$ cat src/dnsa_pkg.sv
`timescale 1ns / 1ps
`default_nettype none
// ----------------------------------------------------------------------------
// dnsa_pkg
// Shared types and constants of the dns first a-record extractor.
// ----------------------------------------------------------------------------
package dnsa_pkg;

  localparam int unsigned MAX_LABELS = 64;
  localparam int unsigned LABEL_CNT_W = 7;
  localparam int unsigned HEADER_LEN = 12;
  localparam int unsigned AFIX_LEN = 10;
  localparam int unsigned QFIX_LEN = 4;
  localparam logic [7:0] MAX_LABEL_LEN = 8'd63;

  typedef enum logic [3:0] {
    PH_HEADER  = 4'd0,
    PH_NAME    = 4'd1,
    PH_PTR     = 4'd2,
    PH_LABEL   = 4'd3,
    PH_QFIX    = 4'd4,
    PH_AFIX    = 4'd5,
    PH_RDATA   = 4'd6,
    PH_RDATA_A = 4'd7,
    PH_DONE    = 4'd8
  } phase_t;

  typedef enum logic [2:0] {
    ST_FOUND   = 3'd0,
    ST_SHORT   = 3'd1,
    ST_NOTRESP = 3'd2,
    ST_RCODE   = 3'd3,
    ST_BAD     = 3'd4,
    ST_NONE    = 3'd5,
    ST_OPEN    = 3'd7
  } status_t;

endpackage : dnsa_pkg
`default_nettype wire

$ cat src/dns_first_a_record_extractor.sv
`timescale 1ns / 1ps
`default_nettype none
// ----------------------------------------------------------------------------
// dns_first_a_record_extractor
// Byte-stream dns response parser that captures the first ipv4 answer.
//
// Input channel: one message byte per transaction (data_byte), last_byte
// high on the final byte. Output channel: one transaction per message,
// carrying found, address and status, issued for the final byte only.
// Each byte is parsed in the cycle it is accepted, so one byte is taken
// every cycle while in_stall is low. The result appears in the output
// register on the cycle after the final byte is accepted. The parse state
// returns to its start values after the final byte, so the next byte
// begins a new message with no gap.
// When the receiver stalls a waiting result, in_stall goes high and holds
// the input channel until the result is taken; a result taken in the same
// cycle frees the register for the next one, so the block keeps full rate.
// Reset (rst, synchronous) clears the parse state and empties the output
// register.
// ----------------------------------------------------------------------------
module dns_first_a_record_extractor (
  input  wire logic        clk,
  input  wire logic        rst,
  input  wire logic        in_valid,
  output logic             in_stall,
  input  wire logic [7:0]  data_byte,
  input  wire logic        last_byte,
  output logic             out_valid,
  input  wire logic        out_stall,
  output logic             found,
  output logic [31:0]      address,
  output logic [2:0]       status
);
  import dnsa_pkg::*;

  phase_t                 phase, phase_next;
  logic [3:0]             header_pos, header_pos_next;
  logic [15:0]            flags_word, flags_word_next;
  logic [15:0]            questions_left, questions_left_next;
  logic [15:0]            answers_left, answers_left_next;
  logic [5:0]             label_left, label_left_next;
  logic [LABEL_CNT_W-1:0] labels_seen, labels_seen_next;
  logic [3:0]             fix_pos, fix_pos_next;
  logic [15:0]            record_type, record_type_next;
  logic [15:0]            record_class, record_class_next;
  logic [15:0]            rdata_left, rdata_left_next;
  logic [31:0]            addr_shift, addr_shift_next;
  status_t                outcome, outcome_next;
  status_t                code;
  logic                   in_accept;
  logic [15:0]            q_dec, a_dec;

  assign in_stall  = out_valid & out_stall;
  assign in_accept = in_valid & ~in_stall;
  assign q_dec = questions_left - 16'd1;
  assign a_dec = answers_left - 16'd1;

  always_comb begin
    phase_next          = phase;
    header_pos_next     = header_pos;
    flags_word_next     = flags_word;
    questions_left_next = questions_left;
    answers_left_next   = answers_left;
    label_left_next     = label_left;
    labels_seen_next    = labels_seen;
    fix_pos_next        = fix_pos;
    record_type_next    = record_type;
    record_class_next   = record_class;
    rdata_left_next     = rdata_left;
    addr_shift_next     = addr_shift;
    outcome_next        = outcome;

    if (outcome == ST_OPEN) begin
      case (phase)
        PH_HEADER: begin
          if (header_pos == 4'd2 || header_pos == 4'd3)
            flags_word_next = {flags_word[7:0], data_byte};
          else if (header_pos == 4'd4 || header_pos == 4'd5)
            questions_left_next = {questions_left[7:0], data_byte};
          else if (header_pos == 4'd6 || header_pos == 4'd7)
            answers_left_next = {answers_left[7:0], data_byte};
          if (header_pos >= 4'(HEADER_LEN - 1)) begin
            if (!flags_word[15]) begin
              outcome_next = ST_NOTRESP;
              phase_next   = PH_DONE;
            end else if (flags_word[3:0] != 4'd0) begin
              outcome_next = ST_RCODE;
              phase_next   = PH_DONE;
            end else if (questions_left != 16'd0 || answers_left != 16'd0) begin
              labels_seen_next = '0;
              phase_next       = PH_NAME;
            end else begin
              outcome_next = ST_NONE;
              phase_next   = PH_DONE;
            end
          end else begin
            header_pos_next = header_pos + 4'd1;
          end
        end
        PH_NAME: begin
          if (data_byte[7:6] == 2'b11) begin
            phase_next = PH_PTR;
          end else if (data_byte == 8'd0) begin
            fix_pos_next = '0;
            phase_next   = (questions_left != 16'd0) ? PH_QFIX : PH_AFIX;
          end else if (data_byte > MAX_LABEL_LEN ||
                       labels_seen >= LABEL_CNT_W'(MAX_LABELS)) begin
            outcome_next = ST_BAD;
            phase_next   = PH_DONE;
          end else begin
            labels_seen_next = labels_seen + 1'b1;
            label_left_next  = data_byte[5:0];
            phase_next       = PH_LABEL;
          end
        end
        PH_PTR: begin
          fix_pos_next = '0;
          phase_next   = (questions_left != 16'd0) ? PH_QFIX : PH_AFIX;
        end
        PH_LABEL: begin
          label_left_next = label_left - 6'd1;
          if (label_left_next == 6'd0)
            phase_next = PH_NAME;
        end
        PH_QFIX: begin
          fix_pos_next = fix_pos + 4'd1;
          if (fix_pos_next >= 4'(QFIX_LEN)) begin
            questions_left_next = q_dec;
            if (q_dec != 16'd0 || answers_left != 16'd0) begin
              labels_seen_next = '0;
              phase_next       = PH_NAME;
            end else begin
              outcome_next = ST_NONE;
              phase_next   = PH_DONE;
            end
          end
        end
        PH_AFIX: begin
          if (fix_pos < 4'd2)
            record_type_next = {record_type[7:0], data_byte};
          else if (fix_pos < 4'd4)
            record_class_next = {record_class[7:0], data_byte};
          else if (fix_pos >= 4'd8)
            rdata_left_next = {rdata_left[7:0], data_byte};
          fix_pos_next = fix_pos + 4'd1;
          if (fix_pos_next >= 4'(AFIX_LEN)) begin
            if (rdata_left_next == 16'd0) begin
              answers_left_next = a_dec;
              if (questions_left != 16'd0 || a_dec != 16'd0) begin
                labels_seen_next = '0;
                phase_next       = PH_NAME;
              end else begin
                outcome_next = ST_NONE;
                phase_next   = PH_DONE;
              end
            end else if (record_type_next == 16'd1 && record_class_next == 16'd1 &&
                         rdata_left_next == 16'd4) begin
              addr_shift_next = '0;
              phase_next      = PH_RDATA_A;
            end else begin
              phase_next = PH_RDATA;
            end
          end
        end
        PH_RDATA: begin
          rdata_left_next = rdata_left - 16'd1;
          if (rdata_left_next == 16'd0) begin
            answers_left_next = a_dec;
            if (questions_left != 16'd0 || a_dec != 16'd0) begin
              labels_seen_next = '0;
              phase_next       = PH_NAME;
            end else begin
              outcome_next = ST_NONE;
              phase_next   = PH_DONE;
            end
          end
        end
        PH_RDATA_A: begin
          addr_shift_next = {addr_shift[23:0], data_byte};
          rdata_left_next = rdata_left - 16'd1;
          if (rdata_left_next == 16'd0) begin
            outcome_next = ST_FOUND;
            phase_next   = PH_DONE;
          end
        end
        default: begin
        end
      endcase
    end

    // message ended while still open: short header or truncated
    code = outcome_next;
    if (outcome_next == ST_OPEN)
      code = (phase_next == PH_HEADER) ? ST_SHORT : ST_BAD;
  end

  always_ff @(posedge clk) begin
    if (rst || (in_accept && last_byte)) begin
      phase          <= PH_HEADER;
      header_pos     <= '0;
      flags_word     <= '0;
      questions_left <= '0;
      answers_left   <= '0;
      label_left     <= '0;
      labels_seen    <= '0;
      fix_pos        <= '0;
      record_type    <= '0;
      record_class   <= '0;
      rdata_left     <= '0;
      addr_shift     <= '0;
      outcome        <= ST_OPEN;
    end else if (in_accept) begin
      phase          <= phase_next;
      header_pos     <= header_pos_next;
      flags_word     <= flags_word_next;
      questions_left <= questions_left_next;
      answers_left   <= answers_left_next;
      label_left     <= label_left_next;
      labels_seen    <= labels_seen_next;
      fix_pos        <= fix_pos_next;
      record_type    <= record_type_next;
      record_class   <= record_class_next;
      rdata_left     <= rdata_left_next;
      addr_shift     <= addr_shift_next;
      outcome        <= outcome_next;
    end
  end

  always_ff @(posedge clk) begin
    if (rst) begin
      out_valid <= 1'b0;
    end else if (in_accept && last_byte) begin
      out_valid <= 1'b1;
    end else if (!out_stall) begin
      out_valid <= 1'b0;
    end
  end

  always_ff @(posedge clk) begin
    if (in_accept && last_byte) begin
      found   <= (code == ST_FOUND);
      address <= (code == ST_FOUND) ? addr_shift_next : 32'd0;
      status  <= code;
    end
  end

endmodule : dns_first_a_record_extractor
`default_nettype wire

$ cat config.mk
export PLATFORM = sky130hd
export DESIGN_NAME = dns_first_a_record_extractor
export DESIGN_NICKNAME = d
export VERILOG_FILES = /design/src/dnsa_pkg.sv /design/src/dns_first_a_record_extractor.sv
export SDC_FILE = /design/constraint.sdc
export NUM_CORES = 1
export LEC_CHECK = 0
export BUFFER_PORTS_ARGS = -buffer_cell sky130_fd_sc_hd__buf_4
export CORE_MARGIN = 2
export CORE_UTILIZATION = 40
export DETAILED_ROUTE_END_ITERATION = 10
export HOLD_SLACK_MARGIN = 0.05
export PLACE_DENSITY = 0.57
export SKIP_CTS_REPAIR_TIMING = 1
export SYNTH_ARGS = -nofsm -noshare
export SYNTH_HDL_FRONTEND = slang
export SYNTH_SLANG_ARGS = --single-unit
$ cat constraint.sdc
create_clock -name clk -period 4.6 [get_ports clk]
set_clock_uncertainty 0.2 [all_clocks]
set_input_delay 0.69 -clock clk [delete_from_list [all_inputs] [get_ports clk]]
set_output_delay 0.69 -clock clk [all_outputs]
set_load 0.005 [all_outputs]
---- After elaboration in Yosys (flattened, before gate mapping) ----
Index checks and enable logic that the tools add are counted.
cells by class
  $add $sub $neg .......................... 7
  bitwise logic cells ..................... 4
  multiplexer cells ....................... 89
  magnitude comparators ................... 8
  eq/ne operators ......................... 37
  reduce and logical (&&, ||, !) cells .... 40
operators with widths
  cell                   number
  $mux 16                21
  $mux 32                4
  $mux 7                 13
  $mux 4                 18
  $pmux 16 s2            2
  $pmux 32 s2            1
  $reduce_bool 16->1     4
  $mux 3                 17
  $pmux 16 s3            1
  $sub 16x1->16 const B  3
  $pmux 7 s5             1
  $ne 2x2->1 const B     17
  $eq 16x1->1 const B    2
  $eq 4x3->1 const B     8
  $logic_not 16->1       2
  $pmux 4 s8             1
  $mux 6                 3
  $pmux 3 s6             1
  $eq 16x3->1 const B    1
  $eq 4x2->1 const B     4
  $reduce_and 15->1      1
  $ge 4x4->1 const B     3
  $pmux 4 s3             1
  $pmux 6 s2             1
  other kinds (31)       55
word-level totals
  output and inout port bits .............. 38
  bits of input ports ..................... 13
  logic and storage cells ................. 202
  bits in registers ....................... 193

---- Longest topological paths before layout ----
  depth after elaboration ................. 17
  mapped depth ............................ 14

---- Worst setup path after synthesis ----
No wires, ideal clock.
  kind .................................... reg2reg
  start ................................... register answers_left[0]
  end ..................................... register status[2] (data pin)
  cell stages (with the launch flop) ...... 14
  buffers on the path ..................... 2
  path slack .............................. 0.929 ns
  required time ........................... 4.115 ns
  data arrival time ....................... 3.186 ns
  path through ............................ dfxtp_1 -> inv_1 -> ha_1 -> clkbuf_2 -> or4b_1 -> buf_2 -> or4b_4 -> a21oi_2 -> o2111ai_2 -> o21ai_0 -> a31oi_1 -> or3_1 -> nor4_2 -> a31oi_1
between the ends
  longest elaborated chain between the ends .. 11
ends and longest elaborated chain
  element                                                 RTL line                                                                                                      source
  start, declared                                         dns_first_a_record_extractor.sv:40                                                                            logic [15:0] answers_left, answers_left_next;
  start signal, assigned                                  dns_first_a_record_extractor.sv:217                                                                           answers_left <= answers_left_next;
  $sub 16x1->16 or $reduce_bool 16->1 (tied branches)     dns_first_a_record_extractor.sv:56, dns_first_a_record_extractor.sv:89, dns_first_a_record_extractor.sv:129
  $reduce_bool 16->1 or $logic_or 1x1->1 (tied branches)  dns_first_a_record_extractor.sv:149, dns_first_a_record_extractor.sv:169, dns_first_a_record_extractor.sv:89
  $logic_or 1x1->1 or $mux 4 (tied branches)              dns_first_a_record_extractor.sv:149, dns_first_a_record_extractor.sv:169, dns_first_a_record_extractor.sv:89
  $mux 4, on equally long branches                        dns_first_a_record_extractor.sv:149, dns_first_a_record_extractor.sv:169, dns_first_a_record_extractor.sv:86
  $mux 4, on equally long branches                        dns_first_a_record_extractor.sv:147, dns_first_a_record_extractor.sv:83
  $mux 4, on equally long branches                        dns_first_a_record_extractor.sv:146, dns_first_a_record_extractor.sv:82
  $pmux 4 s8                                              dns_first_a_record_extractor.sv:74                                                                            case (phase)
  $mux 4                                                  dns_first_a_record_extractor.sv:73                                                                            if (outcome == ST_OPEN) begin
  $logic_not 4->1                                         dns_first_a_record_extractor.sv:194                                                                           code = (phase_next == PH_HEADER) ? ST_SHORT : ST_BAD;
  $mux 3                                                  dns_first_a_record_extractor.sv:194
  $mux 3 (*)                                              dns_first_a_record_extractor.sv:193                                                                           if (outcome_next == ST_OPEN)
  named net code[2]                                       dns_first_a_record_extractor.sv:49                                                                            status_t code;
  end signal, assigned                                    dns_first_a_record_extractor.sv:243                                                                           status <= code;
  end, declared                                           dns_first_a_record_extractor.sv:32                                                                            output logic [2:0] status
The timed path passes the listed nets; every way through them passes the cells marked *.
A chain may end at the register's enable or synchronous reset.

---- Worst setup path in the final report ----
  start ................................... register answers_left[1]
  end ..................................... register address[26] (data pin)
between the ends
  longest elaborated chain between the ends .. 12
ends and longest elaborated chain
  element                                                 RTL line                                                                                                      source
  $sub 16x1->16 or $reduce_bool 16->1 (tied branches)     dns_first_a_record_extractor.sv:56, dns_first_a_record_extractor.sv:89, dns_first_a_record_extractor.sv:129
  $reduce_bool 16->1 or $logic_or 1x1->1 (tied branches)  dns_first_a_record_extractor.sv:149, dns_first_a_record_extractor.sv:169, dns_first_a_record_extractor.sv:89
  $logic_or 1x1->1 or $mux 4 (tied branches)              dns_first_a_record_extractor.sv:149, dns_first_a_record_extractor.sv:169, dns_first_a_record_extractor.sv:89
  $mux 4, on equally long branches                        dns_first_a_record_extractor.sv:149, dns_first_a_record_extractor.sv:169, dns_first_a_record_extractor.sv:86
  $mux 4, on equally long branches                        dns_first_a_record_extractor.sv:147, dns_first_a_record_extractor.sv:83
  $mux 4, on equally long branches                        dns_first_a_record_extractor.sv:146, dns_first_a_record_extractor.sv:82
  $pmux 4 s8                                              dns_first_a_record_extractor.sv:74
  $mux 4                                                  dns_first_a_record_extractor.sv:73
  $logic_not 4->1                                         dns_first_a_record_extractor.sv:194
  $mux 3                                                  dns_first_a_record_extractor.sv:194
  $mux 3 (*)                                              dns_first_a_record_extractor.sv:193
  $logic_not 3->1 (*)                                     dns_first_a_record_extractor.sv:242                                                                           address <= (code == ST_FOUND) ? addr_shift_next : 32'd0;
  end signal, assigned                                    dns_first_a_record_extractor.sv:242
  end, declared                                           dns_first_a_record_extractor.sv:31                                                                            output logic [31:0] address,
Every way passes the cells marked *; elsewhere a longest branch is shown, timed or not.

==> impl_metrics.yaml <==
place:
  hpwl_um: 19100
  port_buffers: 50
  dpl.cell_count: 1589
  gp_congestion: 0.919
logic_synthesis:
  synth_cells: 1275
  synth-compound-area-share_pct: 24.0
  synth_top_family_by_area: "simple AND/OR/NAND/NOR gates"
  syn-num-nets: 1303
  avgSynthCellArea_um2: 7.92
  synthAdderAreaFrac_pct: 1.86
  syn_area_um2: 10100
  ys_types: 88
  ys_ff_latch: 183
  yosysTopAreaCellShare_pct: 29.2
  synth_xor_area_share_pct: 1.39
  synth_edf_count: 36
  synthMuxAreaShare_pct: 1.30
  synth_top_cell_by_area: "dfxtp_1"
  synthArstFlopShare_pct: 0
  seq_area_frac_synth_pct: 39.9
  ys_top_cells_by_area: "dfxtp_1 29%, edfxtp_1 11%, nor2_1 6.5%"
  ys.flop_type: "dfxtp_1"
  ys_warn_count: 0
  synthSimpleGateAreaFrac_pct: 26.8
power_and_ir_drop:
  totalPowerFinal_w: 0.00364
  p_clk_share_pct: 43.6
  comb_power_share_pct: 10.4
  seqPwrFrac_pct: 46.0
  cellInternalPower_w: 0.00256
  p_sw_share_pct: 29.8
  p_sw_w: 0.00109
  p_leak_nw: 3.95
  power_density_nw_per_um2: 320
  peakVddDrop_mv: 0.200
floorplan:
  die-width_um: 163
  start_util_pct: 40.4
  chipHeight_um: 163
  die_area_um2: 26500
  rows: 58
  io_pins: 51
  fp.coreArea_um2: 25000
grt:
  grt_pass1_wl_um: 47400
  grt-ovfl-total: 0
  grt_max_degree: 49
  grtUsageTotal_pct: 22.3
  antenna_found_initial: 0
  grt_pass1_vias: 8706
final_layout:
  synthToLayoutAreaGrowth_pct: 12.8
  antenna_cells: 0
  drive_gt1_share_pct: 11.9
  stdcell_count: 1621
  fillCellCount: 2529
  final_nets: 1306
sta:
  setup_viol: 0
  timing.final.crit_share_pct: 90.7
  rsz0062_at_grt: "no"
  fmaxAchievable_mhz: 240
  min_period_ns: 4.17
  report.final.slew_viol_count: 0
  hold_viol_final: 0
  relSlewSlack_pct: 42.2
  setup-tns-final_ns: 0
  worstMarginPinSlew_ns: 0.861
drt:
  wl_per_cell_um: 17.9
  drcViolationCount: 0
  drt_iter0_markers: 826
  viasPerCell: 5.83
  totalWireLength_um: 29000
  vias: 9445
  dr.pass1.iters: 5
  ant_nets: 0
critical_path:
  cp_max_fo: 33
  cp-end-kind: "flip-flop"
  cp_data_arrival_time_ns: 4.16
  required_ns: 4.58
  startpoint_type: "flip-flop"
  worstSetupPathType: "flip-flop to flip-flop"
clock_tree:
  clock_latency_ns: 0.45
  cts_tree: "yes"
  clk_path_buf_depth: 2
  cts_made_buffers: 17
  ctsRootBufferMaster: "clkbuf_16"
  h-tree-depth: 4
  clk_pin_slew_ns: 0.08
  cts.sinks: 183
worst_hold_path:
  hp-class: "input pin to flip-flop"
run_status:
  outcome: "completed"
job:
  maxCapViolations: 0
## cell usage after synthesis (4+ instances only)
library cell	count
a211oi_1	12
a21o_1	6
a21oi_1	104
a22oi_1	76
a31oi_1	14
and2_1	7
and3_1	8
buf_2	4
buf_6	4
clkbuf_1	84
dfxtp_1	147
edfxtp_1	36
ha_1	15
inv_1	24
mux2i_1	12
nand2_1	171
nand2b_1	11
nand3_1	31
nand3b_1	10
nand4_1	20
nand4b_1	7
nor2_1	175
nor2_2	10
nor2b_1	5
nor3_1	36
nor3b_1	5
nor4_1	23
nor4b_1	7
o211ai_1	7
o21a_1	5
o21ai_0	74
o221a_2	4
o22ai_1	7
o31a_1	4
o31ai_1	9
or3_1	9
or4_1	6
xnor2_1	8
xor2_1	8
## power by group through the flow
stage / registers [W] / clock network, W / logic (W)
2_1_floorplan: 0.00171 / 0 / 0.000247
3_3_place_gp: 0.00171 / 0 / 0.000374
3_5_place_dp: 0.00171 / 0 / 0.000373
4_1_cts: 0.00168 / 0.00161 / 0.000375
5_1_grt: 0.00168 / 0.00168 / 0.000413
6_report: 0.00168 / 0.00159 / 0.000377
## layer usage
| metal | track usage, % | share of wire, % |
|---|---|---|
| met5 | 0 | 0 |
| met4 | 8.65 | 2.5 |
| met2 | 34.1 | 44 |
| met3 | 3.13 | 5.6 |
| met1 | 31.7 | 48 |
## critical path, cell delays in order (launching register included)
cell and delay [ns]:
dfxtp_1 0.37, inv_1 0.12, ha_1 0.33, or4b_1 0.62
or4b_4 0.53, a21oi_2 0.18, o211ai_1 0.11, o31ai_1 0.38
a211oi_1 0.10, o2bb2ai_1 0.36, nand3b_4 0.49, nor2_1 0.11
## cell type report
type	count	area (um2)	share of cell area, %
Sequential cell	183	4020	35.3
Timing Repair Buffer	78	598	5.25
Tap cell	330	413	3.63
Clock inverter	15	221	1.95
Clock buffer	17	425	3.74
Inverter	25	93.8	0.824
Multi-Input combinational cell	973	5610	49.3
## sequential cells by signal (all words and copies together), names as in the netlist
signal / flops
header_pos: 4
address: 32
flags_word: 6
found: 1
addr_shift: 32
labels_seen: 7
rdata_left: 16
label_left: 6
phase: 4
record_class: 16
answers_left: 16
status: 3
out_valid: 1
record_type: 16
outcome: 3
fix_pos: 4
questions_left: 16
## cell families after synthesis
family,count (synthesis)
adder cells (fa/ha/maj),15
flip-flops,183
XOR/XNOR,16
buffers and inverters,119
multiplexers,13
AO/OA/AOI/OAI,368
AND/OR/NAND/NOR,561
## stage by stage
| step | utilization (%) | setup slack (ns) | hold WS (ns) | instance area [um2] |
|---|---|---|---|---|
| after floorplan | - | 0.929 | 0.231 | 10100 |
| after global placement | 43.0 | 0.567 | 0.238 | 10700 |
| after detailed placement | 43.0 | 0.457 | 0.248 | 10700 |
| after CTS | 45.6 | 0.428 | 0.199 | 11400 |
| after global routing | 45.6 | 0.116 | 0.203 | 11400 |
| final | 45.6 | 0.429 | 0.216 | 11400 |
## worst paths after layout
kind	end	slack, ns	depth (start not counted)	start
max	address[26]	0.43	11	answers_left[1]
min	out_valid	0.22	2	rst
max reg2reg	address[26]	0.43	11	answers_left[1]
min reg2reg	record_type[14]	0.26	2	record_type[14]
## placed cells by master (no fill, tap or decap), drive strengths merged, types with 8 or more instances in the layout
cell and count:
nand3 31, nor3 37, mux2i 12, buf 78, nand3b 11, nor2 186, nand2 171, dfxtp 147
ha 15, nor4 27, o31ai 9, a21oi 106, and3 8, nand4 20, a211oi 13, a22oi 76
or3 9, clkbuf 17, inv 34, xor2 8, a31oi 14, o21ai 76, nand2b 11, edfxtp 36
xnor2 8
(Power assumes the default switching activity.)
